**src/sv/agu_pkg.sv**
```systemverilog
// Shared types and constants of the AdaGrad weight update block.
// Used by the accumulator, square root, divider and top-level modules.
package agu_pkg;

	localparam int Entries = 4096;
	localparam int SlotW = 12;
	localparam logic [63:0] EpsQ48 = 64'd28147498;
	localparam logic [31:0] RateReset = 32'd838861;

	localparam int SqrtPerStage = 2;
	localparam int SqrtStages = 32 / SqrtPerStage;
	localparam int DivBits = 33;
	localparam int DivPerStage = 3;
	localparam int DivStages = DivBits / DivPerStage;

	typedef struct packed {
		logic        neg;
		logic [31:0] weight;
		logic [31:0] companion;
	} wc_t;

	typedef struct packed {
		wc_t         wc;
		logic [63:0] num;
	} side_t;

endpackage

```
**src/sv/agu_sqrt.sv**
```systemverilog
// Pipelined integer square root, two result bits per stage, with sideband.
// Depends on agu_pkg.
module agu_sqrt (
	input  logic           clk,
	input  logic           arst_n,
	input  logic           en,
	input  logic           v_in,
	input  logic [63:0]    x_in,
	input  agu_pkg::side_t side_in,
	output logic           v_out,
	output logic [31:0]    root_out,
	output agu_pkg::side_t side_out
);

	logic           v_s    [agu_pkg::SqrtStages];
	logic [63:0]    rad_s  [agu_pkg::SqrtStages];
	logic [31:0]    root_s [agu_pkg::SqrtStages];
	logic [32:0]    rem_s  [agu_pkg::SqrtStages];
	agu_pkg::side_t side_s [agu_pkg::SqrtStages];

	logic [63:0] rad_p  [agu_pkg::SqrtStages];
	logic [31:0] root_p [agu_pkg::SqrtStages];
	logic [32:0] rem_p  [agu_pkg::SqrtStages];
	logic [63:0] rad_n  [agu_pkg::SqrtStages];
	logic [31:0] root_n [agu_pkg::SqrtStages];
	logic [32:0] rem_n  [agu_pkg::SqrtStages];

	for (genvar k = 0; k < agu_pkg::SqrtStages; k++) begin : g_stage
		if (k == 0) begin : g_first
			assign rad_p[k] = x_in;
			assign root_p[k] = '0;
			assign rem_p[k] = '0;
			always_ff @(posedge clk or negedge arst_n) begin
				if (!arst_n) begin
					v_s[k] <= 1'b0;
				end else if (en) begin
					v_s[k] <= v_in;
				end
			end
			always_ff @(posedge clk) begin
				if (en) begin
					side_s[k] <= side_in;
				end
			end
		end else begin : g_next
			assign rad_p[k] = rad_s[k-1];
			assign root_p[k] = root_s[k-1];
			assign rem_p[k] = rem_s[k-1];
			always_ff @(posedge clk or negedge arst_n) begin
				if (!arst_n) begin
					v_s[k] <= 1'b0;
				end else if (en) begin
					v_s[k] <= v_s[k-1];
				end
			end
			always_ff @(posedge clk) begin
				if (en) begin
					side_s[k] <= side_s[k-1];
				end
			end
		end

		always_comb begin : p_iter
			logic [63:0] x;
			logic [31:0] r;
			logic [32:0] m;
			logic [34:0] t;
			logic [34:0] tr;
			x = rad_p[k];
			r = root_p[k];
			m = rem_p[k];
			for (int i = 0; i < agu_pkg::SqrtPerStage; i++) begin
				t = {m, x[63:62]};
				tr = {1'b0, r, 2'b01};
				if (t >= tr) begin
					t = t - tr;
					r = {r[30:0], 1'b1};
				end else begin
					r = {r[30:0], 1'b0};
				end
				m = t[32:0];
				x = {x[61:0], 2'b00};
			end
			rad_n[k] = x;
			root_n[k] = r;
			rem_n[k] = m;
		end

		always_ff @(posedge clk) begin
			if (en) begin
				rad_s[k] <= rad_n[k];
				root_s[k] <= root_n[k];
				rem_s[k] <= rem_n[k];
			end
		end
	end

	assign v_out = v_s[agu_pkg::SqrtStages-1];
	assign root_out = root_s[agu_pkg::SqrtStages-1];
	assign side_out = side_s[agu_pkg::SqrtStages-1];

endmodule

```
**config.mk**
```make
export PLATFORM = sky130hd
export DESIGN_NAME = agu_sqrt
export DESIGN_NICKNAME = d
export VERILOG_FILES = /design/src/sv/agu_pkg.sv /design/src/sv/agu_sqrt.sv
export SDC_FILE = /design/constraint.sdc
export NUM_CORES = 2
export LEC_CHECK = 0
export CAP_MARGIN = 15
export CORE_MARGIN = 2
export CORE_UTILIZATION = 49
export DETAILED_ROUTE_END_ITERATION = 12
export DONT_BUFFER_PORTS = 1
export GPL_TIMING_DRIVEN = 0
export PLACE_DENSITY = 0.61
export SETUP_SLACK_MARGIN = 0.2
export SYNTH_ARGS = -nofsm -noshare
export SYNTH_HDL_FRONTEND = slang
export SYNTH_MEMORY_MAX_BITS = 65536
export SYNTH_SLANG_ARGS = --single-unit
```
**constraint.sdc**
```tcl
create_clock -name clk -period 7.3 [get_ports clk]
set_input_delay 0.73 -clock clk [delete_from_list [all_inputs] [get_ports clk]]
set_output_delay 0.73 -clock clk [all_outputs]
set_load 0.05 [all_outputs]
```
-- Word level (Yosys, flattened, before mapping)
Memory sizes are Yosys's and may differ from the RTL's.
Cells that the tools add are included.
- flip-flop bits (word level): 16
- bits in writable memories: 4064
- bits of input ports: 197
- output and inout port bits: 162
- logic and storage cells: 150
- memories kept: 4
- memory list (memory ; depth ; width ; read ports ; clocked after Yosys merged registers in ; wr ports ; line ; source):
    side_s ; 16 ; 129 ; 16 ; 0 ; 16 ; agu_sqrt.sv:19 ; agu_pkg::side_t side_s [agu_pkg::SqrtStages];
    rad_s ; 16 ; 60 ; 15 ; 0 ; 16 ; agu_sqrt.sv:16 ; logic [63:0] rad_s [agu_pkg::SqrtStages];
    rem_s ; 16 ; 33 ; 15 ; 0 ; 16 ; agu_sqrt.sv:18 ; logic [32:0] rem_s [agu_pkg::SqrtStages];
    root_s ; 16 ; 32 ; 16 ; 0 ; 16 ; agu_sqrt.sv:17 ; logic [31:0] root_s [agu_pkg::SqrtStages];
- add/subtract/negate cells: 32
- magnitude comparators: 32
- mux-type cells: 66
- operators by type and width (kind ; count):
    33-bit 2-to-1 mux ; 32
    35-bit by 34-bit greater-or-equal comparator with 1-bit output ; 30
    33-bit subtractor ; 30
    35-bit by 3-bit greater-or-equal comparator with 1-bit output ; 1
    1-bit 2-to-1 mux ; 34
    33-bit by 3-bit subtractor with 33-bit output ; 1
    2-bit by 1-bit subtractor with 3-bit output, second input constant ; 1
    2-bit by 1-bit greater-or-equal comparator with 1-bit output, second input constant ; 1

-- Logic depth before layout (Yosys ltp)
An unclocked memory read counts as a cell.
- depth in word-level cells: 5
- mapped depth: 30
- gate-level depth less buffers: 25

-- Least setup slack after synthesis
OpenSTA, ideal clock, no wires.
- kind: register to register
- start point: memory rem_s[10][22] (netlist: rem_s[1][88])
- end point: memory rem_s[11][3] (netlist: rem_s[1][102]), data pin
- setup time: 0.260 ns
- data arrival time: 6.016 ns
- required time: 7.040 ns
- setup slack: 1.024 ns
- cell stages (with the launch flop): 22
- path buffers: 3
- period minus slack after synthesis: 6.276 ns
- cell sequence: edfxtp_1 > or2_2 > or4_1 > or4_4 > nor4_2 > nand2_1 > clkinv_1 > buf_1 > nor2_1 > nor2_1 > ha_1 > clkbuf_1 > a21o_1 > a21o_1 > a21oi_1 > o21a_1 > nor2_1 > a2111oi_0 > o221ai_1 > nor4b_4 > buf_4 > mux2_2
- RTL lines (item ; line):
    start, declared ; agu_sqrt.sv:18

==> results.json <==
{
  "core_sq_um": 294000,
  "p_sw_share_pct": 31.3,
  "fmax_mhz": 146,
  "yosys_warnings": 0,
  "synth_edf_count": 3289,
  "drt_wl_total_mm": 313,
  "max_slew_margin_pct": 0.761,
  "hold_class": "input pin to flip-flop",
  "r2r_start": "root_s[1][105]",
  "p_int_uw": 39500,
  "clkPwrFrac_pct": 29.6,
  "synth_flop_cell": "edfxtp_1",
  "cp.required_ns": 7.89,
  "power_frac_seq_pct": 42.8,
  "critPathMaxFanout": 10,
  "path_clk_slew_ns": 0.06,
  "finClkSkew_ns": 0.0706,
  "worst-r2r-setup-slack_ns": 0.47,
  "die-area_sq_um": 300000,
  "period_minus_slack_ns": 6.83,
  "grt.overflow.total": 0,
  "synth.avg_cell_area_sq_um": 14.0,
  "use_met1_pct": 29.7,
  "worst_slew_pin_slew_ns": 1.49,
  "start_util_pct": 49.3,
  "end_kind": "flip-flop",
  "fin_crit_sh_pct": 93.6,
  "ys_ff_latch": 3305,
  "area_growth_pct": 13.5,
  "drc": 0,
  "io_buffers": 0,
  "pwr-share-comb_pct": 27.6,
  "critical_path_class": "flip-flop to flip-flop",
  "maxCapViolations": 0,
  "grt_busiest_layer": "met2",
  "dp_cells": 14265,
  "met2_usage_pct": 31.7,
  "leakagePower_uw": 0.0604,
  "stdcell_count": 15130,
  "whs_ns": 0.0997,
  "crit_end": "rem_s[1][156]",
  "netSwitchingPower_uw": 18000,
  "start_kind": "flip-flop",
  "setup_viol": 0,
  "hold_viol": 0,
  "grt_antenna_before_repair": 16,
  "drive_above_1_share_pct": 10.2,
  "clk-insertion-delay-late_ns": 0.91,
  "arrival_ns": 7.43,
  "tritoncts": "yes",
  "grt_use_total_pct": 20.2,
  "synth_cell_types": 117,
  "rsz0062_at_grt": "yes",
  "crit_path_top_delay_cell": "or4b_2",
  "die_x_um": 548,
  "dr.first_iter.drc_count": 6936,
  "peakVddDrop_uv": 250,
  "p_per_area_nw_per_um2": 349,
  "fin_nets": 11680,
  "synthesis.area_sq_um": 145000,
  "cts_buffer_depth": 4,
  "wl_per_cell_um": 20.7,
  "p_total_uw": 57500,
  "slew_violations": 0,
  "cp_common_cell": "a21o_1",
  "firstDrtPassIters": 6,
  "rr_endpoint": "rem_s[1][156]",
  "h-tree-depth": 5,
  "async_flop_share_pct": 0.484,
  "slowest_delay_ns": 0.65,
  "grt_max_degree": 359,
  "vias_per_cell": 5.55,
  "grt_pass1_vias": 81020,
  "rows": 199,
  "synth_cells": 10326,
  "startpoint": "root_s[1][105]",
  "cts.sinks": 3305,
  "post-dp-hpwl_mm": 224,
  "final_antenna_net_count": 0,
  "cts_buffers": 335,
  "grt_first_pass_wirelength_mm": 476,
  "vias": 84024,
  "rr_worst_depth": 25,
  "place_congestion": 0.897,
  "io_pins": 359,
  "grt.met3_usage_pct": 2.55,
  "die_h_um": 548,
  "fillers": 23739,
  "cts_root_buf": "clkbuf_16",
  "yosysSeqAreaShare_pct": 68.4,
  "run_status": "complete, no violations"
}
==> state kept, by name, indices dropped and copies added (netlist names) <==
name,cells
rad_s,480
rem_s,473
root_s,272
side_s,2064
v_out,1
v_s,15
==> final cells by class <==
class                      count  area [sq um]  area share [%]
timing repair buffer         263          2810            1.71
sequential                  3305         99200            60.2
inverter                     491          1860            1.13
buffer                       351          2090            1.27
clock inverter               225          2490            1.51
tap                         3919          4900            2.98
multi-input combinational   6179         42600            25.9
clock buffer                 392          8640            5.25
antenna                        5          12.5         0.00760
==> layout by cell type (no fill, tap or decap), drive strengths merged, types with 49 or more instances in the layout <==
cell type	n
xnor2	453
nand3	170
o21bai	76
mux2	112
a21oi	626
o31ai	81
and2	57
nor4	114
nand2	631
edfxtp	3289
dlygate4sd3	194
clkinv	160
or2	63
a31oi	89
xor2	277
inv	507
ha	557
or3	96
nor2b	74
clkbuf	556
or4	49
nor2	647
a21o	280
o211ai	51
o21ai	444
nand4	121
nor3	206
a211oi	63
o21a	83
and3	95
buf	254
nand2b	98
==> metrics by stage <==
step	cell area [sq um]	setup TNS, ns	setup slack, ns	utilization, %
CTS	164000	0	0.208	55.7
detailed placement	150000	-231.44	-1.81	51.1
global route	165000	0	0.111	55.9
floorplan	145000	0	1.02	-
global placement	150000	-262.38	-1.80	50.9
finish	165000	0	0.466	55.9
==> power by group through the flow <==
| stage | sequential [uW] | combinational, uW | clock (uW) |
|---|---|---|---|
| 5_1_grt | 24800 | 17500 | 18300 |
| 4_1_cts | 24600 | 15600 | 17600 |
| 3_5_place_dp | 25000 | 15300 | 0 |
| 3_3_place_gp | 25100 | 14900 | 0 |
| 6_report | 24600 | 15800 | 17000 |
| 2_1_floorplan | 24400 | 11300 | 0 |
==> repair_timing <==
| item | 4_1_cts | 5_1_grt |
|---|---|---|
| setup endpoints to repair | 304 | 266 |
| hold buffers | 195 | 0 |
| endpoints found under the hold margin | 325 | 0 |
| resized for setup | 121 | 132 |
| pin swaps | 10 | 18 |
| buffers inserted | 25 | 19 |
| cloned | 0 | 0 |
==> critical path: cells and delay by family (launching register included) <==
family	cells	cell delay (ns)
AO/OA/AOI/OAI	10	2.08
flip-flops	1	0.41
buffers and inverters	7	1.31
adder cells (fa/ha/maj)	2	0.65
AND/OR/NAND/NOR	6	2.09
==> kinds of logic after synthesis <==
| family | synth area share [%] |
|---|---|
| flops | 68.4 |
| compound gates | 9.35 |
| fa+ha+maj | 4.81 |
| xor+xnor | 4.41 |
| other cells | 0.00259 |
| simple gates | 9.30 |
| mux | 1.16 |
| buf+inv | 2.59 |
==> metal layers <==
metal,vias to the layer above,wire length (um)
met3,504,14300
met2,2166,142000
li1,40373,-
met5,-,70
met4,10,8930
met1,40971,148000
==> synth_stat cells (all sizes together), types with 89 or more instances <==
library cell / count / share of area [%]
nand2: 631 / 1.6
a31oi: 89 / 0.39
nor2: 647 / 1.7
a21o: 280 / 1.4
a21oi: 626 / 2.2
nor4: 114 / 0.54
ha: 557 / 4.8
o21ai: 444 / 1.5
nor3: 206 / 0.72
nand3: 170 / 0.60
clkbuf: 170 / 0.44
and3: 95 / 0.41
edfxtp: 3289 / 68
xor2: 277 / 1.7
or3: 96 / 0.42
xnor2: 453 / 2.7
nand2b: 98 / 0.42
mux2: 112 / 0.89
buf: 183 / 0.88
inv: 487 / 1.3
nand4: 121 / 0.52
==> worst min path at each step <==
stage                   startpoint             end  depth (start not counted)
detailed placement    rad_s[0][38]   rad_s[0][102]                          0
CTS                       x_in[63]     rem_s[0][2]                          2
finish                    x_in[63]     rem_s[0][2]                          2
global route              x_in[63]     rem_s[0][2]                          2
global placement    side_s[1][473]  side_s[1][602]                          0
floorplan             rad_s[0][36]   rad_s[0][100]                          0
Note: power is estimated with default switching activity, not from simulation.
